<file path="src/rtl/core/mm4_pkg.sv">
// shared types, constants and microcode program of the matrix multiplier
package mm4_pkg;

	localparam int DIM_DEF  = 4;
	localparam int FRAC_DEF = 16;
	localparam int DATA_W   = 32;
	localparam int PROD_W   = 2 * DATA_W;
	localparam int PC_W     = 3;

	// program steps
	localparam logic [PC_W-1:0] STEP_IDLE  = 3'd0;
	localparam logic [PC_W-1:0] STEP_RD    = 3'd1;
	localparam logic [PC_W-1:0] STEP_WAIT1 = 3'd2;
	localparam logic [PC_W-1:0] STEP_WAIT2 = 3'd3;
	localparam logic [PC_W-1:0] STEP_EMIT  = 3'd4;

	// jump conditions
	localparam logic [1:0] CND_NEVER     = 2'd0;
	localparam logic [1:0] CND_GO        = 2'd1;
	localparam logic [1:0] CND_K_LAST    = 2'd2;
	localparam logic [1:0] CND_CELL_LAST = 2'd3;

	typedef struct packed {
		logic [1:0]      cond;
		logic [PC_W-1:0] jmp;
		logic [PC_W-1:0] nxt;
		logic            clr_acc;
		logic            rd;
		logic            emit;
	} ucode_t;

	typedef struct packed {
		logic clr_acc;
		logic rd;
		logic emit;
		logic last;
	} ctl_t;

	// control store: jump to jmp when cond holds, else go to nxt
	function automatic ucode_t ucode_rom(input logic [PC_W-1:0] pc);
		ucode_t w;
		begin
			unique case (pc)
				STEP_IDLE: begin
					w = '{cond: CND_GO, jmp: STEP_RD, nxt: STEP_IDLE,
						clr_acc: 1'b1, rd: 1'b0, emit: 1'b0};
				end
				STEP_RD: begin
					w = '{cond: CND_K_LAST, jmp: STEP_WAIT1, nxt: STEP_RD,
						clr_acc: 1'b0, rd: 1'b1, emit: 1'b0};
				end
				STEP_WAIT1: begin
					w = '{cond: CND_NEVER, jmp: STEP_IDLE, nxt: STEP_WAIT2,
						clr_acc: 1'b0, rd: 1'b0, emit: 1'b0};
				end
				STEP_WAIT2: begin
					w = '{cond: CND_NEVER, jmp: STEP_IDLE, nxt: STEP_EMIT,
						clr_acc: 1'b0, rd: 1'b0, emit: 1'b0};
				end
				STEP_EMIT: begin
					w = '{cond: CND_CELL_LAST, jmp: STEP_IDLE, nxt: STEP_RD,
						clr_acc: 1'b1, rd: 1'b0, emit: 1'b1};
				end
				default: begin
					w = '{cond: CND_NEVER, jmp: STEP_IDLE, nxt: STEP_IDLE,
						clr_acc: 1'b1, rd: 1'b0, emit: 1'b0};
				end
			endcase
			return w;
		end
	endfunction

endpackage

</file>
<file path="src/rtl/core/mm4_ram.sv">
// generic single-write ram with registered read
module mm4_ram #(
	parameter int WIDTH = 32,
	parameter int DEPTH = 16
) (
	input  logic                     clk,
	input  logic                     we,
	input  logic [$clog2(DEPTH)-1:0] waddr,
	input  logic [WIDTH-1:0]         wdata,
	input  logic [$clog2(DEPTH)-1:0] raddr,
	output logic [WIDTH-1:0]         rdata
);

	logic [WIDTH-1:0] mem [DEPTH];
	logic [WIDTH-1:0] rdata_q;

	always_ff @(posedge clk) begin
		if (we) begin
			mem[waddr] <= wdata;
		end
		rdata_q <= mem[raddr];
	end

	assign rdata = rdata_q;

endmodule

</file>
<file path="src/rtl/core/mm4_seq.sv">
// microcoded sequencer: step counter, control store and index counters
module mm4_seq #(
	parameter int DIM = mm4_pkg::DIM_DEF
) (
	input  logic                         clk,
	input  logic                         arst_n,
	input  logic                         go,
	output logic                         busy,
	output mm4_pkg::ctl_t                ctl,
	output logic [$clog2(DIM)-1:0]       row,
	output logic [$clog2(DIM)-1:0]       col,
	output logic [$clog2(DIM*DIM)-1:0]   l_addr,
	output logic [$clog2(DIM*DIM)-1:0]   r_addr
);

	import mm4_pkg::*;

	localparam int IDX_W  = $clog2(DIM);
	localparam int CELL_W = $clog2(DIM*DIM);
	localparam logic [IDX_W-1:0] IDX_LAST = IDX_W'(DIM - 1);

	logic [PC_W-1:0]  pc_q;
	logic [IDX_W-1:0] k_q;
	logic [IDX_W-1:0] row_q;
	logic [IDX_W-1:0] col_q;
	ucode_t           w;
	logic             k_last;
	logic             cell_last;
	logic             hit;

	assign w         = ucode_rom(pc_q);
	assign k_last    = (k_q == IDX_LAST);
	assign cell_last = (row_q == IDX_LAST) && (col_q == IDX_LAST);

	always_comb begin
		unique case (w.cond)
			CND_NEVER:     hit = 1'b0;
			CND_GO:        hit = go;
			CND_K_LAST:    hit = k_last;
			CND_CELL_LAST: hit = cell_last;
		endcase
	end

	always_ff @(posedge clk or negedge arst_n) begin
		if (!arst_n) begin
			pc_q  <= STEP_IDLE;
			k_q   <= '0;
			row_q <= '0;
			col_q <= '0;
		end else begin
			pc_q <= hit ? w.jmp : w.nxt;
			if (w.rd) begin
				k_q <= k_last ? '0 : k_q + 1'b1;
			end
			if (w.emit) begin
				if (col_q == IDX_LAST) begin
					col_q <= '0;
					row_q <= (row_q == IDX_LAST) ? '0 : row_q + 1'b1;
				end else begin
					col_q <= col_q + 1'b1;
				end
			end
		end
	end

	assign l_addr = CELL_W'(int'(row_q) * DIM + int'(k_q));
	assign r_addr = CELL_W'(int'(k_q) * DIM + int'(col_q));

	assign ctl.clr_acc = w.clr_acc;
	assign ctl.rd      = w.rd;
	assign ctl.emit    = w.emit;
	assign ctl.last    = cell_last;

	assign busy = (pc_q != STEP_IDLE);
	assign row  = row_q;
	assign col  = col_q;

endmodule

</file>
<file path="src/rtl/core/mm4_dp.sv">
// multiply-accumulate datapath with floor shift, saturation and result registers
module mm4_dp #(
	parameter int DIM       = mm4_pkg::DIM_DEF,
	parameter int FRAC_BITS = mm4_pkg::FRAC_DEF
) (
	input  logic                               clk,
	input  logic                               arst_n,
	input  mm4_pkg::ctl_t                      ctl,
	input  logic [$clog2(DIM)-1:0]             row,
	input  logic [$clog2(DIM)-1:0]             col,
	input  logic signed [mm4_pkg::DATA_W-1:0]  l_data,
	input  logic signed [mm4_pkg::DATA_W-1:0]  r_data,
	output logic                               result_strobe,
	output logic signed [mm4_pkg::DATA_W-1:0]  result_value,
	output logic [$clog2(DIM)-1:0]             result_row,
	output logic [$clog2(DIM)-1:0]             result_col,
	output logic                               saturated,
	output logic                               last_result
);

	import mm4_pkg::*;

	localparam int IDX_W = $clog2(DIM);
	localparam int ACC_W = PROD_W + $clog2(DIM);
	localparam logic signed [DATA_W-1:0] SAT_MAX = {1'b0, {(DATA_W-1){1'b1}}};
	localparam logic signed [DATA_W-1:0] SAT_MIN = {1'b1, {(DATA_W-1){1'b0}}};

	logic                     rd_s1;
	logic                     mul_s2;
	logic signed [PROD_W-1:0] prod_s2;
	logic signed [ACC_W-1:0]  acc_q;
	logic signed [ACC_W-1:0]  sh;
	logic [ACC_W-DATA_W:0]    upper;
	logic                     ovf;
	logic signed [DATA_W-1:0] clipped;

	logic                     strobe_q;
	logic                     last_q;
	logic signed [DATA_W-1:0] value_q;
	logic [IDX_W-1:0]         row_q;
	logic [IDX_W-1:0]         col_q;
	logic                     sat_q;

	// ram data is registered in the ram after the read step, then the product in prod_s2; rd_s1 and mul_s2 follow them
	always_ff @(posedge clk or negedge arst_n) begin
		if (!arst_n) begin
			rd_s1  <= 1'b0;
			mul_s2 <= 1'b0;
		end else begin
			rd_s1  <= ctl.rd;
			mul_s2 <= rd_s1;
		end
	end

	always_ff @(posedge clk) begin
		prod_s2 <= l_data * r_data;
		if (ctl.clr_acc) begin
			acc_q <= '0;
		end else if (mul_s2) begin
			acc_q <= acc_q + {{(ACC_W-PROD_W){prod_s2[PROD_W-1]}}, prod_s2};
		end
	end

	// arithmetic shift is a floor divide; clip when the upper bits disagree
	assign sh      = acc_q >>> FRAC_BITS;
	assign upper   = sh[ACC_W-1:DATA_W-1];
	assign ovf     = !((&upper) || (~|upper));
	assign clipped = ovf ? (sh[ACC_W-1] ? SAT_MIN : SAT_MAX) : sh[DATA_W-1:0];

	always_ff @(posedge clk or negedge arst_n) begin
		if (!arst_n) begin
			strobe_q <= 1'b0;
			last_q   <= 1'b0;
		end else begin
			strobe_q <= ctl.emit;
			last_q   <= ctl.emit && ctl.last;
		end
	end

	always_ff @(posedge clk) begin
		if (ctl.emit) begin
			value_q <= clipped;
			row_q   <= row;
			col_q   <= col;
			sat_q   <= ovf;
		end
	end

	assign result_strobe = strobe_q;
	assign result_value  = value_q;
	assign result_row    = row_q;
	assign result_col    = col_q;
	assign saturated     = sat_q;
	assign last_result   = last_q;

endmodule

</file>
<file path="src/rtl/core/matrix_multiply_4x4.sv">
// top level of the fixed-point matrix multiplier
//
//  channel  | handshake                | beat
//  ---------+--------------------------+--------------------------------------------
//  element  | start in, busy out       | element_pos, element_value, start_req
//  result   | result_strobe out        | result_value, result_row, result_col,
//           |                          | saturated, last_result
//
// an element beat is taken whenever busy is low; a beat with start_req
// runs the product: one shared multiply-accumulate unit steps through the dot
// products, with DIM reads, then the WAIT1, WAIT2 and EMIT steps per result,
// paced by the single read port of each element ram.
// results are registered at each EMIT step and cannot be held off; busy falls as the
// last one is registered. reset clears the sequencer, not the element rams.
module matrix_multiply_4x4 #(
	parameter int DIM       = mm4_pkg::DIM_DEF,
	parameter int FRAC_BITS = mm4_pkg::FRAC_DEF
) (
	input  logic                                clk,
	input  logic                                arst_n,
	input  logic                                start,
	output logic                                busy,
	input  logic [$clog2(2*DIM*DIM)-1:0]        element_pos,
	input  logic signed [mm4_pkg::DATA_W-1:0]   element_value,
	input  logic                                start_req,
	output logic                                result_strobe,
	output logic signed [mm4_pkg::DATA_W-1:0]   result_value,
	output logic [$clog2(DIM)-1:0]              result_row,
	output logic [$clog2(DIM)-1:0]              result_col,
	output logic                                saturated,
	output logic                                last_result
);

	import mm4_pkg::*;

	localparam int CELLS  = DIM * DIM;
	localparam int POS_W  = $clog2(2 * CELLS);
	localparam int IDX_W  = $clog2(DIM);
	localparam int CELL_W = $clog2(CELLS);

	logic              accept;
	logic              go;
	logic              l_we;
	logic              r_we;
	logic [CELL_W-1:0] l_waddr;
	logic [CELL_W-1:0] r_waddr;
	logic [CELL_W-1:0] l_raddr;
	logic [CELL_W-1:0] r_raddr;
	logic [DATA_W-1:0] l_rdata;
	logic [DATA_W-1:0] r_rdata;
	ctl_t              ctl;
	logic [IDX_W-1:0]  row;
	logic [IDX_W-1:0]  col;

	assign accept  = start && !busy;
	assign go      = accept && start_req;
	// positions past the right matrix store nothing
	assign l_we    = accept && (element_pos < POS_W'(CELLS));
	assign r_we    = accept && (element_pos >= POS_W'(CELLS))
		&& (int'(element_pos) < 2 * CELLS);
	assign l_waddr = element_pos[CELL_W-1:0];
	assign r_waddr = CELL_W'(element_pos - POS_W'(CELLS));

	mm4_ram #(.WIDTH(DATA_W), .DEPTH(CELLS)) u_left (
		.clk   (clk),
		.we    (l_we),
		.waddr (l_waddr),
		.wdata (element_value),
		.raddr (l_raddr),
		.rdata (l_rdata)
	);

	mm4_ram #(.WIDTH(DATA_W), .DEPTH(CELLS)) u_right (
		.clk   (clk),
		.we    (r_we),
		.waddr (r_waddr),
		.wdata (element_value),
		.raddr (r_raddr),
		.rdata (r_rdata)
	);

	mm4_seq #(.DIM(DIM)) u_seq (
		.clk    (clk),
		.arst_n (arst_n),
		.go     (go),
		.busy   (busy),
		.ctl    (ctl),
		.row    (row),
		.col    (col),
		.l_addr (l_raddr),
		.r_addr (r_raddr)
	);

	mm4_dp #(.DIM(DIM), .FRAC_BITS(FRAC_BITS)) u_dp (
		.clk           (clk),
		.arst_n        (arst_n),
		.ctl           (ctl),
		.row           (row),
		.col           (col),
		.l_data        ($signed(l_rdata)),
		.r_data        ($signed(r_rdata)),
		.result_strobe (result_strobe),
		.result_value  (result_value),
		.result_row    (result_row),
		.result_col    (result_col),
		.saturated     (saturated),
		.last_result   (last_result)
	);

endmodule

</file>
<file path="config.mk">
export PLATFORM = sky130hd
export DESIGN_NAME = matrix_multiply_4x4
export DESIGN_NICKNAME = d
export VERILOG_FILES = /design/src/rtl/core/mm4_pkg.sv /design/src/rtl/core/mm4_ram.sv /design/src/rtl/core/mm4_seq.sv /design/src/rtl/core/mm4_dp.sv /design/src/rtl/core/matrix_multiply_4x4.sv
export SDC_FILE = /design/constraint.sdc
export NUM_CORES = 2
export LEC_CHECK = 0
export BUFFER_PORTS_ARGS = -buffer_cell sky130_fd_sc_hd__buf_2
export CAP_MARGIN = 20
export CORE_MARGIN = 8
export CORE_UTILIZATION = 45
export CTS_CLUSTER_SIZE = 16
export DETAILED_ROUTE_END_ITERATION = 16
export HOLD_SLACK_MARGIN = 0.12
export PLACE_DENSITY = 0.65
export SLEW_MARGIN = 15
export SYNTH_ARGS = -nofsm -noshare
export SYNTH_HDL_FRONTEND = slang
export SYNTH_HIERARCHICAL = 1
export SYNTH_SLANG_ARGS = --single-unit
</file>
<file path="constraint.sdc">
create_clock -name clk -period 9.9 [get_ports clk]
set_clock_uncertainty 0.15 [all_clocks]
set_input_delay 0.99 -clock clk [delete_from_list [all_inputs] [get_ports clk]]
set_output_delay 0.99 -clock clk [all_outputs]
set_load 0.01 [all_outputs]
</file>
**After elaboration in Yosys (flattened, before gate mapping)**

Memories as Yosys holds them, arrays and structs flattened. A register that Yosys moved wholly into a read port is not among the register bits.
Index checks and enable logic that the tools add are counted.

- Flip-flop bits (word level): 180
- RAM bits: 1024
- Bits of input ports: 41
- Output and inout port bits: 40
- Logic and storage cells: 64
- Memories: 2

Memories:

| name | depth | bits a word | rd ports | clocked after memory_dff | wr ports | line | source |
|---|---|---|---|---|---|---|---|
| u_left.mem | 16 | 32 | 1 | 1 | 1 | mm4_ram.sv:14 | `logic [WIDTH-1:0] mem [DEPTH];` |
| u_right.mem | 16 | 32 | 1 | 1 | 1 | mm4_ram.sv:14 |  |

- Add/sub/neg operators: 7
- Multiply operators: 1
- Magnitude comparators: 2
- Equal/unequal tests: 10
- Multiplexer cells: 12
- Reduce and logical (&&, ||, !) cells: 16

Operator list:

| operator | count |
|---|---|
| 66-bit adder | 1 |
| 32-bit by 32-bit multiplier with 64-bit output | 1 |
| 32-bit 2-to-1 mux | 2 |
| 11-bit one-hot mux with 5 select lines | 1 |
| 19-bit AND reduction | 1 |
| 19-bit OR reduction | 1 |
| 2-bit equality test, second input constant | 5 |
| 4-bit by 2-bit adder with 4-bit output | 2 |
| 2-bit by 1-bit adder with 2-bit output, second input constant | 3 |
| 3-bit by 2-bit equality test with 1-bit output, second input constant | 2 |
| 1-bit logical AND | 6 |
| 2-bit 2-to-1 mux | 3 |
| 5-bit greater-or-equal comparator, second input constant | 1 |
| 5-bit less-than comparator, second input constant | 1 |
| 1-bit 2-to-1 mux | 4 |
| 1-bit one-hot mux with 4 select lines | 1 |
| 4-bit by 1-bit subtractor with 4-bit output, second input constant | 1 |
| 3-bit by 1-bit equality test with 1-bit output, second input constant | 1 |
| 3-bit equality test, second input constant | 1 |
| 1-bit logical NOT | 3 |
| 3-bit logical NOT | 1 |
| 3-bit 2-to-1 mux | 1 |
| 3-bit nonzero test | 1 |
| 2-bit by 1-bit equality test with 1-bit output, second input constant | 1 |
| other kinds (3) | 3 |

**Depth between registers and ports, before layout**

- Word-level depth: 6
- Depth in mapped cells: 30
- Mapped depth without buffers: 29

**Cells and area by module**

Netlist, hierarchy kept.

By module, submodules not included:

| module | instances | cells each | area an instance (um2) |
|---|---|---|---|
| mm4_dp | 1 | 4865 | 45461.1 |
| mm4_ram | 2 | 838 | 19854.0 |
| mm4_seq | 1 | 44 | 509.2 |
| matrix_multiply_4x4 | 1 | 3 | 30.0 |

**Worst setup path before layout**

No wires, ideal clock.

- Kind: register to register
- Start point: reg u_left.rdata_q[31] (netlist: u_left/rdata[31]) (read register of u_left.mem)
- End point: reg u_dp.prod_s2[61]
- Setup time: 0.072 ns
- Arrival time: 7.557 ns
- Data required time: 9.678 ns
- Slack: 2.121 ns
- Cell stages (with the launch flop): 30
- Buffers on the path: 1
- Period minus slack after synthesis: 7.779 ns
- Cells stage by stage: dfxtp_1 clkbuf_1 nand2_1 inv_1 fa_1 fa_1 inv_1 fa_1 inv_1 fa_1 inv_1 fa_1 inv_1 fa_1 inv_1 fa_1 fa_1 inv_1 ha_1 nand2_1 nand2_1 a21o_1 a21oi_1 o21bai_1 a21oi_1 o21ai_0 a21oi_1 inv_1 a221oi_1 xnor2_1

- Longest elaborated chain between the ends: 1

RTL lines:

| item | line | source |
|---|---|---|
| start, declared | mm4_ram.sv:15 | `logic [WIDTH-1:0] rdata_q;` |
| 32-bit by 32-bit multiplier with 64-bit output | mm4_dp.sv:56 | `prod_s2 <= l_data * r_data;` |
| end signal, assigned | mm4_dp.sv:56 |  |
| end, declared | mm4_dp.sv:30 | `logic signed [PROD_W-1:0] prod_s2;` |

No other way between the ends.
A chain may end at the register's enable or synchronous reset.

**Worst setup path after layout**

- Start point: reg u_right.rdata_q[8] (netlist: u_right/rdata[8]) (read register of u_right.mem)
- End point: reg u_dp.prod_s2[60]

- Longest elaborated chain between the ends: 1

RTL lines:

| item | line |
|---|---|
| start, declared | mm4_ram.sv:15 |
| 32-bit by 32-bit multiplier with 64-bit output | mm4_dp.sv:56 |

No other way between the ends.

==> metrics.txt <==
Worst Tran Pin Value 1.25 ns; Synth Area in Adders 0.290; CTS Hold Buffers Added 1; clk buf depth 3; min Tclk post-route 8.85 ns; Syn Std Cell Area 85700 sq um; layout cells sized above 1 0.114; min-delay worst type reg -> reg; Worst-path clk slew 0.06 ns; Post-Synth XOR/XNOR Area 0.0128; clk root buf clkbuf_16; first-pass GRT wire length 327 mm; gp weighted congestion 0.904; WP data required 10.43 ns; Post-CTS Setup Bufs 0; CP Launch Type flip-flop; run status finished clean; DRT iter0 DRCs 4405; grt total ovfl 0; initial antenna violation count 12; Critical Path Fanout Max 19; Final setup viols 0; H-tree depth 4; async set or reset register ratio after synthesis 0.0103; f_max 0.113 GHz; Yosys top cell area share 0.372; most frequent cells after synthesis 1083 x fa_1, 1061 x edfxtp_1, 1049 x inv_1, 632 x nand2_1, 526 x and2_1; die height 452 microns; synth top area cells edfxtp_1 37%, fa_1 25%, mux4_2 6.7%; setup TNS 0 ns; CTS Buf Count 134; critical setup path kind reg -> reg; clock sinks 1268; drt wl/cell 22.9 microns; Buf/Inv on CP 6; simple-gate area share of the yosys netlist 0.0889; Vias 50700; syn_nets 7964; FP Rows 160; largest net degree at the start of global routing 101; Hold Worst Slack 0.205 ns; Tcrit/Tclk final 0.894; vias per inst 5.49; fin. max-slew vios 0; mux cell area share after synthesis 0.0730; #FFs+latches synth 1268; Die W 452 microns; total core area 190000 sq um; Buffers on Ports 80; Netlist cell types 99; Crit path top cell by count fa_1; CP top delay family adder cells; DRT antenna net count 0; Largest stage delay, worst path 0.84 ns; largest family of logic cells by synthesized area adder cells; I/O pins 81; Die ar. 205000 sq um; clock latency on the worst-skew pair 0.78 ns; CTS tree yes; Final Hold Fails 0; Top FF cell, synth edfxtp_1; Slew Limit Headroom 0.168; R2R setup slack 1.05 ns; Mean Syn Cell Area 13.0 sq um; Syn Inst Count 6588; Seq/Total Area, Yosys 0.421; dpl hpwl 149 mm; area leader, netlist edfxtp_1; initial core utilization 0.452; max_cap viols 0; # DRC 0; number of global-route vias before repair 54900; most common cell in the netlist fa_1; WL final 211 mm; # nets final 7977; Post-synth EDFFs 1061; nature of the critical path endpoint flip-flop; drt pass-1 iters 6; GRT Overall Usage 0.206; post-CTS sizing 0; Critical Path AT 9.38 ns; Synthesis Warnings 6; RSZ-0062 raised after global routing false; P&R area growth vs syn 9.19%; slowest CP cell dfxtp_1; Synth Area in Compound Gates 0.0503
==> sequential cells by signal, indices dropped and copies added, names as in the netlist, 2 cells and up <==
register,flops
u_left/mem,512
u_right/mem,512
u_dp/acc_q,66
u_dp/prod_s2,64
u_dp/result_value,32
u_left/rdata,32
u_right/rdata,32
u_seq/pc_q,3
u_dp/result_col,2
u_dp/result_row,2
u_seq/col,2
u_seq/k_q,2
u_seq/row,2
==> area by class of cell <==
class / instances / area, sq um
Antenna cell: 3 / 7.51
Clock buffer: 176 / 3590
Clock inverter: 69 / 846
Fill cell: 16200 / 96200
Inverter: 1049 / 3940
Multi-Input combinational cell: 3920 / 44400
Sequential cell: 1268 / 36100
Tap cell: 2511 / 3140
Timing Repair Buffer: 228 / 1570
==> metal layers <==
| metal | track usage | up-vias | wire [microns] |
|---|---|---|---|
| met3 | 0.0443 | 337 | 16900 |
| met2 | 0.339 | 1927 | 100000 |
| met5 | 0.000947 | - | 68 |
| met4 | 0.0509 | 10 | 4750 |
| met1 | 0.282 | 26500 | 89200 |
| li1 | - | 21800 | - |
==> through the flow <==
step	util	instance area [sq um]	setup WS, ns	std cells
after global placement	0.469	89100	1.07	8972
after global routing	0.493	93600	0.665	9221
after detailed placement	0.469	89100	1.11	8973
final	0.493	93600	1.05	9224
after floorplan	-	85700	2.12	6588
after CTS	0.493	93500	1.07	9219
==> cells in the final DEF (no fill, tap or decap), types with 126 or more instances in the layout <==
cell and n:
fa_1 1083, edfxtp_1 1061, inv_1 1049, nand2_1 632, and2_1 526, mux4_2 256, ha_1 252, dfxtp_1 192
nor2_1 144, buf_4 142, clkbuf_16 134, a22oi_1 129, a21oi_1 126
==> worst paths after layout <==
kind | from | endpoint | cells after the start
worst max-delay path | u_right/rdata[8]$_DFF_P_ | u_dp/prod_s2[60]$_DFF_P_ | 25
worst min-delay path | u_dp/rd_s1$_DFF_PN0_ | u_dp/mul_s2$_DFF_PN0_ | 0
worst max register to register | u_right/rdata[8]$_DFF_P_ | u_dp/prod_s2[60]$_DFF_P_ | 25
worst min register to register | u_dp/rd_s1$_DFF_PN0_ | u_dp/mul_s2$_DFF_PN0_ | 0
max in group asynchronous | arst_n | u_seq/col[0]$_DFFE_PN0P_ | 2
min in group asynchronous | arst_n | u_dp/last_result$_DFF_PN0_ | 2
==> kinds of logic after synthesis <==
family	after synthesis
DFF	1268
AOI/OAI and AO/OA	618
and+or+nand+nor	1538
muxes	304
xor gates and xnor gates	125
buffers and inverters	1400
adders and majority gates	1335
Power is not shown: default switching activity piles up to over one toggle a cycle in this logic, so the estimate is an artifact.
